### src/blob_bounding_box_finder_defines.svh
// Assertion macros shared by the blob finder RTL.
// No dependencies.
`ifndef BLOB_BOUNDING_BOX_FINDER_DEFINES_SVH
`define BLOB_BOUNDING_BOX_FINDER_DEFINES_SVH
`define BBF_ASSERT_IMPL(lbl, clk_s, rst_s, ante, cons) \
  lbl: assert property (@(posedge clk_s) disable iff (rst_s) (ante) |-> (cons)) \
    else $error("violated: lbl");
`define BBF_ASSERT_NEXT(lbl, clk_s, rst_s, ante, cons) \
  lbl: assert property (@(posedge clk_s) disable iff (rst_s) (ante) |=> (cons)) \
    else $error("violated: lbl");
`endif

### src/bbf_pkg.sv
// Shared types and constants of the blob bounding box finder.
// No dependencies.
`timescale 1ns / 1ps
package bbf_pkg;
  localparam int PROB_W = 16;
  localparam logic [1:0] REG_THRESHOLD  = 2'd0;
  localparam logic [1:0] REG_MAP_WIDTH  = 2'd1;
  localparam logic [1:0] REG_MAP_HEIGHT = 2'd2;
  localparam logic [1:0] REG_MIN_AREA   = 2'd3;

  typedef struct packed {
    logic [15:0] pixel_prob;
    logic        frame_end;
  } pix_t;

  typedef struct packed {
    logic        box_valid;
    logic [7:0]  left_col;
    logic [7:0]  top_row;
    logic [8:0]  box_width;
    logic [8:0]  box_height;
    logic [15:0] mean_prob;
    logic        dropped;
    logic        last_result;
  } res_t;

  // Command from the labeling engine to the box emitter.
  typedef struct packed {
    logic        is_end;
    logic        dropped;
    logic [7:0]  left_col;
    logic [7:0]  top_row;
    logic [8:0]  box_width;
    logic [8:0]  box_height;
    logic [31:0] prob_sum;
    logic [16:0] pixel_count;
  } cmd_t;
endpackage

### src/bbf_cmd_fifo.sv
// Short queue between labeling engine and emitter.
// Depends on bbf_pkg.
`timescale 1ns / 1ps
module bbf_cmd_fifo import bbf_pkg::*; (
  input  logic clk,
  input  logic rst,
  input  logic push,
  input  cmd_t push_data,
  output logic full,
  input  logic pop,
  output cmd_t pop_data,
  output logic empty
);
  cmd_t       mem [4];
  logic [1:0] wr_ptr;
  logic [1:0] rd_ptr;
  logic [2:0] count;

  assign full     = (count == 3'd4);
  assign empty    = (count == 3'd0);
  assign pop_data = mem[rd_ptr];

  always_ff @(posedge clk) begin
    if (push && !full) mem[wr_ptr] <= push_data;
    if (rst) begin
      wr_ptr <= '0;
      rd_ptr <= '0;
      count  <= '0;
    end else begin
      if (push && !full) wr_ptr <= wr_ptr + 2'd1;
      if (pop && !empty) rd_ptr <= rd_ptr + 2'd1;
      count <= count + 3'((push && !full) ? 1 : 0) - 3'((pop && !empty) ? 1 : 0);
    end
  end
endmodule

### config.mk
export PLATFORM = sky130hd
export DESIGN_NAME = bbf_cmd_fifo
export DESIGN_NICKNAME = d
export VERILOG_FILES = /design/src/blob_bounding_box_finder_defines.svh /design/src/bbf_pkg.sv /design/src/bbf_cmd_fifo.sv
export SDC_FILE = /design/constraint.sdc
export NUM_CORES = 1
export LEC_CHECK = 0
export BUFFER_PORTS_ARGS = -buffer_cell sky130_fd_sc_hd__buf_2
export CAP_MARGIN = 20
export CORE_AREA = 2 2 172 174
export CTS_CLUSTER_DIAMETER = 60
export CTS_CLUSTER_SIZE = 25
export DETAILED_ROUTE_END_ITERATION = 12
export DIE_AREA = 0 0 174 176
export GPL_TIMING_DRIVEN = 0
export HOLD_SLACK_MARGIN = 0.06
export MAX_ROUTING_LAYER = met4
export PLACE_DENSITY = 0.61
export SLEW_MARGIN = 20
export SYNTH_ARGS = -nofsm -noshare
export SYNTH_HDL_FRONTEND = slang
export SYNTH_SLANG_ARGS = --single-unit
### constraint.sdc
create_clock -name clk -period 6.1 [get_ports clk]
set_clock_uncertainty 0.15 [all_clocks]
set_input_delay 0.61 -clock clk [delete_from_list [all_inputs] [get_ports clk]]
set_output_delay 0.61 -clock clk [all_outputs]
set_load 0.05 [all_outputs]
=== Word-level counts from Yosys, hierarchy flattened ===
Memories as Yosys holds them, arrays and structs flattened. A register that Yosys moved wholly into a read port is not among the register bits.
Cells that the tools add are included.

* Flip-flop bits (word level): 7
* RAM bits: 340
* Output and inout bits: 87
* Memories: 1

* $add $sub $neg: 4
* Eq/ne operators: 1
* Multiplexer cells: 6
* Reduce and logical (&&, ||, !) cells: 5

{| class="wikitable"
|+ Memories
! name !! words !! bits a word !! read ports !! clocked after memory_dff !! write ports !! RTL line !! source
|-
| mem || 4 || 85 || 1 || 1 || 1 || bbf_cmd_fifo.sv:14 || <nowiki>cmd_t mem [4];</nowiki>
|}

{| class="wikitable"
|+ Operators by type and width
! kind !! count
|-
| 2-bit by 1-bit adder with 2-bit output, second input constant || 2
|-
| 1-bit 2-to-1 mux || 4
|-
| 2-bit 2-to-1 mux || 2
|-
| 3-bit by 1-bit adder with 3-bit output || 1
|-
| 3-bit == test, second input constant || 1
|-
| 3-bit logical NOT || 1
|-
| 3-bit by 1-bit subtractor with 3-bit output || 1
|-
| 1-bit logical AND || 2
|-
| 1-bit logical NOT || 2
|}

=== Logic depth before layout (Yosys ltp) ===
Gate-level depths: netlist (run 1).

* Word-level depth: 6
* Mapped depth: 10

=== Least setup slack after synthesis (run 1) ===
OpenSTA, ideal clock, no wires.

* Path kind: register to register
* Start point: reg count[2]
* End point: mem mem[0][0] (netlist bit), enable pin
* Setup time: 0.639 ns
* Data arrival time: 3.076 ns
* Data required time: 5.311 ns
* Path slack: 2.235 ns
* Stages on the path, launching flop included: 4
* Path buffers: 0
* Clock period less this slack: 3.865 ns
* Cell sequence: dfxtp_1 nor3b_1 nor2_1 and2_1

* Longest elaborated chain between the ends: 5

{| class="wikitable"
|+ Ends and longest elaborated chain
! what !! RTL line !! source
|-
| from (decl) || bbf_cmd_fifo.sv:17 || <nowiki>logic [2:0] count;</nowiki>
|-
| from (signal assigned) || bbf_cmd_fifo.sv:32 || <nowiki>count <= count + 3'((push && !full) ? 1 : 0) - 3'((pop && !empty) ? 1 : 0);</nowiki>
|-
| 3-bit == test || bbf_cmd_fifo.sv:19 || <nowiki>assign full = (count == 3'd4);</nowiki>
|-
| named net full || bbf_cmd_fifo.sv:9 || <nowiki>output logic full,</nowiki>
|-
| 1-bit logical NOT || bbf_cmd_fifo.sv:24 || <nowiki>if (push && !full) mem[wr_ptr] <= push_data;</nowiki>
|-
| 1-bit logical AND || bbf_cmd_fifo.sv:24 ||
|-
| 1-bit 2-to-1 mux || bbf_cmd_fifo.sv:24 ||
|-
| 1-bit 2-to-1 mux (implied by the code) || bbf_cmd_fifo.sv:24 ||
|-
| to (decl) || bbf_cmd_fifo.sv:14 ||
|}

The timed path passes the listed nets, and every way through them passes these cells.

==> impl_metrics.ini, run 1 <==
[cells_and_area]
area_delta_synth_final_pct = 18.9
drive_above_1_share_pct = 45.8
n_fill_cell = 2272
nNetsFinal = 798
fin_util_pct = 53.2
multi_input_area_um2 = 2180
stdcell_count = 1106
final-seq-area_um2 = 10400

[pwr]
p_comb_share_pct = 32.2
p_clk_share_pct = 25.5
p_int_uw = 4460
powerDensity_nw_per_um2 = 455
p_sw_uw = 2450
peakVddDrop_v = 0.000382
p_leak_uw = 0.00507
pwr-share-seq_pct = 42.4
sw_frac_of_total_pct = 35.4

[die]
num_rows = 62
initial_core_util_pct = 44.8
io_pins = 176
die-width_um = 174
fp.dieH_um = 176
dieArea_um2 = 30600
coreArea_um2 = 28500

[critical_path]
slowest_delay_ns = 0.39
reg2reg_depth = 10
critical_path.cell_chain = buf_2 > buf_2 > mux4_2 > buf_2
critical_path.max_fanout = 10
worstSetupEndpointType = output pin
crit_type = reg2out
cp_common_cell = buf_2
rr_startpoint = count[1]
critPathArrivalTime_ns = 2.19
cp.required_ns = 5.34
reg2reg_slack_ns = 3.51
cp_slowest_cell = dfxtp_1
startpoint_type = register
r2r-end = count[2]

[yosys]
yosys_warnings = 0
seq_area_frac_synth_pct = 81.3
syn_avg_cell_area_um2 = 25.8
ys_ff_latch = 349
synthesis.nets = 591
syn-instance-count = 495
netlist_area_um2 = 12800
yosysUniqueCellTypes = 26

[worst_hold_path]
whs_path_depth = 1
min_from = push_data[29]
hold_class = in2reg
hold_path_end = mem[1][29]

[sta]
period_share_pct = 48.4
finalHoldViolations = 0
layout_min_cycle_time_ns = 2.95
final.setup.tns_ns = 0
timing.fmax_ghz = 0.339
setup_viol = 0
worstMarginPinSlew_ns = 0.756
grt_setup_unrepaired = no
relSlewSlack_pct = 49.6
slew_viol_final = 0

[cts]
clk_latency_ns = 0.53
clockRootBuffer = clkbuf_16
ctsHtreeMaxLevel = 1
clockBufferDepth = 3
cts.sinks = 349
cts_hold_buf = 0
cts.clk_slew.worst_paths_ns = 0.09
post_cts_buffers = 0
cts_resized = 0
tritoncts = done
numCtsBuffers = 25

[flow_run]
maxCapViolCount = 0

[detailed_routing]
via_per_inst = 5.17
drt_iter0_drc = 397
ant_nets = 0
drt_first_pass_iters = 4
drcViolationCount = 0
totalWireLength_mm = 23.1
num_vias = 5720
wl_per_cell_um = 20.9

[global_route]
grt_pass1_wl_mm = 35.4
grt_max_degree = 46
first_global_vias = 6242
antenna_found_initial = 3
grt_usage_pct = 15.6
overflow = 0

[status]
outcome = finished, final reports clean

[placement]
hpwlAfterDp_mm = 14.6
dp.cells = 1059
io_buffer_count = 174
place_congestion = 0.706
-- worst max-delay path: cells and delay by family, from the launching register on --
family / cells / cell delay [ns]
flops: 1 / 0.39
mux: 1 / 0.36
buf+inv: 3 / 0.91
-- power groups by stage --
stage               registers, uW  clock network (uW)  logic, uW
global placement             3000                   0       2220
CTS                          2930                1820       2270
global route                 2950                1910       2350
floorplan                    2980                   0       1750
finish                       2930                1760       2220
detailed placement           2990                   0       2260
-- metrics by stage --
step	total power, uW	area, um2	setup slack (ns)	hold slack (ns)
after global placement	5220	14100	0.890	0.323
final	6910	15200	3.15	0.132
after global routing	7200	15200	3.01	0.105
after CTS	7010	15200	3.04	0.105
after detailed placement	5250	14300	3.29	0.374
after floorplan	4730	12800	2.23	0.309
-- logic make-up (layout without fill, tap and decap cells) --
| group | Yosys count | after routing | synth area share, % |
|---|---|---|---|
| XOR/XNOR | 3 | 3 | 0.206 |
| multiplexers | 86 | 86 | 15.1 |
| other | 0 | 3 | 0 |
| buffers and inverters | 28 | 252 | 1.79 |
| adder cells (fa/ha/maj) | 7 | 7 | 0.744 |
| AO/OA/AOI/OAI | 5 | 5 | 0.215 |
| flip-flops | 349 | 349 | 81.3 |
| AND/OR/NAND/NOR | 17 | 17 | 0.734 |
-- flip-flops by register name, indices dropped and copies added (netlist names), named ones only --
| register | flops |
|---|---|
| count | 3 |
| mem | 340 |
| wr_ptr | 2 |
| rd_ptr | 2 |
-- final cells by class --
| class | instances | area share (%) |
|---|---|---|
| flip-flops and latches | 349 | 68.4 |
| multi-input cells | 118 | 14.3 |
| repair buffers | 180 | 6.72 |
| clock buffers | 25 | 4.12 |
| well taps | 384 | 3.16 |
| clock inverters | 19 | 1.78 |
| plain buffers | 20 | 1.31 |
| inverters | 8 | 0.198 |
| diodes | 3 | 0.0494 |
-- worst max-delay path by stage --
| stage | startpoint | to | slack [ns] |
|---|---|---|---|
| after floorplan | count[2] | mem[0][0] | 2.23 |
| final | register | pop_data[56] | 3.15 |
| after detailed placement | push | count[2] | 3.29 |
| after CTS | register | pop_data[40] | 3.04 |
| after global routing | register | pop_data[46] | 3.01 |
| after global placement | push | mem[2][53] | 0.89 |
-- layout by cell type (no fill, tap or decap), types with 5 or more instances in the layout --
cell	n
buf_12	8
buf_2	180
dfxtp_1	9
mux4_2	85
clkbuf_16	25
ha_1	6
edfxtp_1	340
inv_8	5
inv_1	8
clkinv_8	5
-- routing by layer --
layer | share of wire (%) | global-route usage [%] | vias up
met2 | 51 | 27.1 | 166
li1 | - | - | 2521
met1 | 41 | 19.1 | 3005
met5 | 0 | - | -
met4 | 1.5 | 3.29 | 0
met3 | 6.1 | 3.23 | 28
-- Yosys cell counts --
cell / number / area, um2
edfxtp_1: 340 / 10200
mux4_2: 85 / 1910
dfxtp_1: 9 / 180
inv_1: 8 / 30.0
buf_12: 6 / 120
buf_2: 6 / 30.0
ha_1: 6 / 75.1
and2_1: 4 / 25.0
nor2_1: 4 / 15.0
buf_1: 3 / 11.3
buf_4: 3 / 22.5
a21oi_1: 2 / 10.0
nand2b_1: 2 / 12.5
nor2b_1: 2 / 12.5
o21ai_0: 2 / 10.0
or3_1: 2 / 12.5
xnor2_1: 2 / 17.5
buf_6: 1 / 11.3
clkbuf_1: 1 / 3.75
fa_1: 1 / 20.0
mux2i_1: 1 / 10.0
nand2_1: 1 / 3.75
nor3_1: 1 / 5.00
nor3b_1: 1 / 7.51
o31ai_1: 1 / 7.51
xor2_1: 1 / 8.76
Power figures use the tool's default switching activity.
==> run 2: changes to the inputs <==
--- a/config.mk
+++ b/config.mk
@@ -5,17 +5,18 @@
 export SDC_FILE = /design/constraint.sdc
 export NUM_CORES = 1
 export LEC_CHECK = 0
+export ABC_AREA = 1
 export BUFFER_PORTS_ARGS = -buffer_cell sky130_fd_sc_hd__buf_2
 export CAP_MARGIN = 20
-export CORE_AREA = 2 2 172 174
+export CORE_AREA = 2 2 174 176
 export CTS_CLUSTER_DIAMETER = 60
 export CTS_CLUSTER_SIZE = 25
 export DETAILED_ROUTE_END_ITERATION = 12
-export DIE_AREA = 0 0 174 176
+export DIE_AREA = 0 0 176 178
 export GPL_TIMING_DRIVEN = 0
 export HOLD_SLACK_MARGIN = 0.06
 export MAX_ROUTING_LAYER = met4
-export PLACE_DENSITY = 0.61
+export PLACE_DENSITY = 0.64
 export SLEW_MARGIN = 20
 export SYNTH_ARGS = -nofsm -noshare
 export SYNTH_HDL_FRONTEND = slang
==> constraint.sdc (replaced) <==
create_clock -name clk -period 2.43 [get_ports clk]
set_clock_uncertainty 0.15 [all_clocks]
set_input_delay 0.243 -clock clk [delete_from_list [all_inputs] [get_ports clk]]
set_output_delay 0.243 -clock clk [all_outputs]
set_load 0.05 [all_outputs]
==> run 2 against run 1 <==
Compared with the run above: the flow now finishes with violations (negative setup slack); area after synthesis increased by 2.1%; hold slack improved by 0.12 ns; die area increased by 2.3%; register-to-register slack got worse by 3.2 ns; highest routed layer unchanged; sequential cell count unchanged; via count increased by 50%; clock-buffer cell count increased by 2; first-iteration DRC count increased by 110%.
==> impl_metrics.ini, run 2 <==
[cells_and_area]
fin_util_pct = 60.7
mostFrequentLayoutCell = edfxtp_1
multi_input_area_um2 = 2510
layout_common_cells = edfxtp_1, nor2_1, o21ai_0
nNetsFinal = 1310
drive_above_1_share_pct = 29.2
area_delta_synth_final_pct = 36.7
final-seq-area_um2 = 10400
stdcell_count = 1623
regMostFlops = mem
fin_area_um2 = 17800
largest_register_ff_count = 340
n_fill_cell = 2210
num_antenna_cells = 0
largestRegisters = mem x340, count x3

[die]
num_rows = 63
fp.dieH_um = 178
die-width_um = 176
io_pins = 176
dieArea_um2 = 31300
initial_core_util_pct = 44.4
coreArea_um2 = 29400

[yosys]
synth_edf_count = 340
synth_compound_area_share_pct = 10.8
yosysUniqueCellTypes = 19
seq_area_frac_synth_pct = 79.6
synth.top_cells.by_area = edfxtp_1, o21ai_0, nor2_1, o22ai_1, dfxtp_1
yosys.area_share.simple_pct = 5.79
synth_top_family_by_area = compound AO/OA/AOI/OAI gates
netlist_area_um2 = 13000
syn_avg_cell_area_um2 = 14.6
synthXorXnorAreaFrac_pct = 0
synth.top_cell.area_share_pct = 78.2
yosysMostFrequentCell = edfxtp_1
synth_common_cells = edfxtp_1, nor2_1, o21ai_0
synthesis.nets = 987
yosys_warnings = 0
syn-instance-count = 891
ys_ff_latch = 349
synth_top_area_cell = edfxtp_1
synthMuxAreaShare_pct = 0
synthArstFlopShare_pct = 0
yosys_most_used_dff = edfxtp_1
synthAdderAreaFrac_pct = 0.729

[cts]
clk_latency_ns = 0.55
numCtsBuffers = 26
ctsHtreeMaxLevel = 1
cts.sinks = 349
clockRootBuffer = clkbuf_16
clockBufferDepth = 3
cts.clk_slew.worst_paths_ns = 0.09
tritoncts = done

[pwr]
powerDensity_nw_per_um2 = 1120
sw_frac_of_total_pct = 37.2
pwr-share-seq_pct = 37.3
p_sw_uw = 7440
p_int_uw = 12600
p_clk_share_pct = 24.2
peakVddDrop_v = 0.000839
p_leak_uw = 0.00646
p_comb_share_pct = 38.5

[sta]
relSlewSlack_pct = 54.4
hold_ws_ns = 0.252
setup_viol = 22
worstMarginPinSlew_ns = 0.683
grt_setup_unrepaired = yes
finalHoldViolations = 0
slew_viol_final = 0
worst_slack_ns = -0.0457
layout_min_cycle_time_ns = 2.48
timing.fmax_ghz = 0.404
period_share_pct = 102

[placement]
place_congestion = 0.736
placed_cell_area_um2 = 14800
io_buffer_count = 175
dp.cells = 1472
hpwlAfterDp_mm = 19.0

[critical_path]
critPathArrivalTime_ns = 2.08
crit_type = reg2out
critical_path.cell_chain = buf_12 > buf_12 > inv_16 > clkbuf_16 > clkbuf_16 > nor2_1 > o22ai_1 > buf_4
critical_path.max_fanout = 8
cp_slowest_cell = dfxtp_2
slowest_delay_ns = 0.35
startpoint_type = register
cp.required_ns = 2.04
worstSetupEndpointType = output pin

[global_route]
grt_usage_pct = 20.2
grt_max_degree = 26
antenna_found_initial = 0
grt_pass1_wl_mm = 47.1
first_global_vias = 8423
overflow = 0

[detailed_routing]
wl_per_cell_um = 20.0
via_per_inst = 5.30
totalWireLength_mm = 32.4
drt_first_pass_iters = 5
ant_nets = 0
num_vias = 8594
drt_iter0_drc = 817
drcViolationCount = 0

[flow_run]
maxCapViolCount = 0

[worst_hold_path]
hold_class = in2reg

[status]
violations = negative setup slack
outcome = complete, but fails checks
==> run 2: cell types whose count changed after synthesis, sizes merged, moves of 3 or more <==
cell	before	now
clkbuf	1	38
o22ai	0	85
nand3	0	4
o21ai	2	170
mux4	85	0
and2	4	0
inv	8	20
a21oi	2	5
nand2	1	12
nor2	4	184
==> run 2: layout make-up <==
class                           instances  area share (%)
Sequential cell                       349            58.3
Timing Repair Buffer                  294            15.8
Multi-Input combinational cell        467            14.1
Clock buffer                           27            3.79
Buffer                                 55            3.01
Tap cell                              390            2.74
Clock inverter                         20            1.74
Inverter                               20           0.512
Timing Repair inverter                  1          0.0491
==> run 2: path summary, 6_finish.rpt <==
path | startpoint | endpoint | slack (ns) | cells past startpoint
worst max register to register | count[1] | mem[0][56] | 0.28 | 6
worst min register to register | rd_ptr[0] | rd_ptr[0] | 0.36 | 2
worst min-delay path | rst | count[0] | 0.25 | 3
worst max-delay path | register | pop_data[44] | -0.05 | 8
==> run 2: logic make-up after synthesis <==
logic type | after synthesis
buffers and inverters | 75
AND/OR/NAND/NOR | 200
AO/OA/AOI/OAI | 260
flip-flops | 349
adder cells (fa/ha/maj) | 7
==> run 2: worst max-delay path, delay by kind of cell (launching register included) <==
kind                   cells  cell delay, ns
DFF                        1            0.35
buffers and inverters      6            0.96
and+or+nand+nor            1            0.04
AOI/OAI and AO/OA          1            0.19
==> run 2: power groups by stage <==
stage / logic, uW / clock network [uW] / registers (uW)
final: 7690 / 4840 / 7470
after CTS: 7230 / 4920 / 7460
after global routing: 8120 / 5150 / 7510
after floorplan: 4260 / 0 / 7580
after global placement: 5900 / 0 / 7630
after detailed placement: 6170 / 0 / 7590
==> run 2: timing repair <==
action	in CTS	in global routing
buffers inserted	2	0
cloned	4	10
hold buffers	88	0
resized for setup	199	78
hold endpoints to repair	349	0
setup endpoints to repair	85	85
pin swaps	38	32
==> run 2: per-stage QoR <==
stage          TNS (ns)  setup WS (ns)  total power, uW
2_1_floorplan     -1.03        -0.0121            11800
3_3_place_gp    -344.90          -1.08            13500
3_5_place_dp          0          0.121            13800
4_1_cts          -0.900        -0.0510            19600
5_1_grt           -4.45        -0.0995            20800
6_report         -0.231        -0.0457            20000
==> run 2: layer usage <==
layer / vias to the layer above / wire (um) / global-route usage, %
li1: 4006 / - / -
met1: 4283 / 13900 / 26.9
met2: 266 / 16200 / 33.7
met3: 39 / 1790 / 2.86
met4: 0 / 476 / 3.93
met5: - / 0 / -
==> run 3: changes to the inputs <==
--- a/config.mk
+++ b/config.mk
@@ -5,19 +5,18 @@
 export SDC_FILE = /design/constraint.sdc
 export NUM_CORES = 1
 export LEC_CHECK = 0
-export ABC_AREA = 1
 export BUFFER_PORTS_ARGS = -buffer_cell sky130_fd_sc_hd__buf_2
 export CAP_MARGIN = 20
-export CORE_AREA = 2 2 174 176
+export CORE_AREA = 2 2 172 174
+export CTS_BUF_LIST = sky130_fd_sc_hd__clkbuf_8
 export CTS_CLUSTER_DIAMETER = 60
 export CTS_CLUSTER_SIZE = 25
 export DETAILED_ROUTE_END_ITERATION = 12
-export DIE_AREA = 0 0 176 178
+export DIE_AREA = 0 0 174 176
 export GPL_TIMING_DRIVEN = 0
 export HOLD_SLACK_MARGIN = 0.06
 export MAX_ROUTING_LAYER = met4
 export PLACE_DENSITY = 0.64
-export SLEW_MARGIN = 20
 export SYNTH_ARGS = -nofsm -noshare
 export SYNTH_HDL_FRONTEND = slang
 export SYNTH_SLANG_ARGS = --single-unit
==> run 3 against run 2 <==
Compared with the run above: maximum frequency grew 0.89%; largest power group is now registers; clock-buffer cell count did not move; final area is 8.8% lower; register-to-register slack worse by 0.13 ns; sequential power fell by 1%; sequential share of layout area grew 5.6 points; the run still ends with negative setup slack left; critical path depth shrank 3.
==> impl_metrics.ini, run 3 (synthesis gave the netlist of run 1 again) <==
[die]
dieArea_um2 = 30600
coreArea_um2 = 28500
die-width_um = 174
num_rows = 62
fp.dieH_um = 176
io_pins = 176
initial_core_util_pct = 44.8

[detailed_routing]
ant_nets = 0
drt_iter0_drc = 474
met2_length_mm = 12.1
num_vias = 6051
met1Wirelength_mm = 9.73
drt_first_pass_iters = 4
dr_wl_met3_mm = 1.40
wl_per_cell_um = 19.7
drcViolationCount = 0
totalWireLength_mm = 23.6
top_layer_used = met4
via_per_inst = 5.05

[placement]
io_buffer_count = 174
placed_cell_area_um2 = 14300
place_congestion = 0.700
hpwlAfterDp_mm = 14.2

[pwr]
peakVddDrop_v = 0.000749
powerDensity_nw_per_um2 = 1060
p_total_uw = 17300
p_leak_uw = 0.00549

[sta]
finalHoldViolations = 0
grt_setup_unrepaired = yes
slew_viol_final = 0
relSlewSlack_pct = 53.7
timing.fmax_ghz = 0.408
worst_slack_ns = -0.0238
final.setup.tns_ns = -0.302
worstMarginPinSlew_ns = 0.694
layout_min_cycle_time_ns = 2.45
period_share_pct = 101
setup_viol = 36

[cells_and_area]
fin_area_um2 = 16300
drive_above_1_share_pct = 42.6
layout_common_cells = edfxtp_1, buf_2, dlygate4sd3_1
area_delta_synth_final_pct = 27.3
num_antenna_cells = 0
mostFrequentLayoutCell = edfxtp_1
largest_register_ff_count = 340
nNetsFinal = 890
regMostFlops = mem
largestRegisters = mem x340, count x3

[global_route]
antenna_found_initial = 0
first_global_vias = 6576
grt_max_degree = 48
grt_pass1_wl_mm = 36.5
grt_usage_pct = 15.9
overflow = 0

[cts]
ctsHtreeMaxLevel = 1
clockRootBuffer = clkbuf_8
numCtsBuffers = 27
clk_latency_ns = 0.57
tritoncts = done
clockBufferDepth = 3
cts.clk_slew.worst_paths_ns = 0.12
cts.sinks = 349

[status]
outcome = complete, but fails checks
violations = negative setup slack

[critical_path]
critPathArrivalTime_ns = 2.06
worstSetupEndpointType = output pin
crit_type = reg2out
critical_path.max_fanout = 10
cp.required_ns = 2.04
startpoint_type = register

[worst_hold_path]
hold_class = in2reg

[flow_run]
maxCapViolCount = 0
-- run 3: what timing repair did --
| item | 4_1_cts | 5_1_grt |
|---|---|---|
| hold endpoints to repair | 349 | 0 |
| resized for setup | 119 | 9 |
| setup buffers | 2 | 1 |
| setup endpoints to repair | 81 | 85 |
| hold buffers | 89 | 0 |
-- run 3: report_power, final --
part / switching, uW / total [uW] / leakage [uW] / internal [uW]
Combinational: 3920 / 6390 / 0.00197 / 2460
Clock: 2270 / 3560 / 0.000335 / 1290
Sequential: 145 / 7360 / 0.00319 / 7220
-- run 3: cell type report --
| cell class | instances | area (um2) |
|---|---|---|
| multi-input combinational | 118 | 2210 |
| buffer | 20 | 229 |
| sequential | 349 | 10400 |
| clock buffer | 27 | 372 |
| tap | 384 | 480 |
| inverter | 8 | 30.0 |
| clock inverter | 22 | 320 |
| timing repair buffer | 270 | 2240 |
| fill | 2126 | 12300 |
-- run 3: per-layer routing --
metal  track usage (%)  up-vias
li1                  -     2713
met1              20.0     3127
met2              27.4      177
met3              3.06       34
met4              3.29        0
met5                 -        -
-- run 3: worst paths after layout --
path / from / end / slack [ns] / cells after the start
hold reg to reg: rd_ptr[1] / rd_ptr[1] / 0.37 / 2
setup / recovery: register / pop_data[48] / -0.02 / 5
setup reg to reg: count[2] / count[2] / 0.15 / 10
hold / removal: push_data[19] / mem[2][19] / 0.24 / 2
-- run 3: through the flow --
step           instances  hold slack (ns)  setup slack [ns]  utilization [%]
2_1_floorplan        495            0.192           -0.0188                -
3_3_place_gp        1053            0.302            -0.801             49.6
3_5_place_dp        1057            0.308          0.000934             50.0
4_1_cts             1197            0.192           -0.0967             56.9
5_1_grt             1198            0.196            -0.121             57.0
6_report            1198            0.241           -0.0238             57.0
-- run 3: critical path, stage by stage (launching register included) --
cell     delay (ns)
dfxtp_2        0.34
buf_6          0.12
buf_12         0.16
buf_12         0.16
mux4_2         0.53
buf_6          0.17
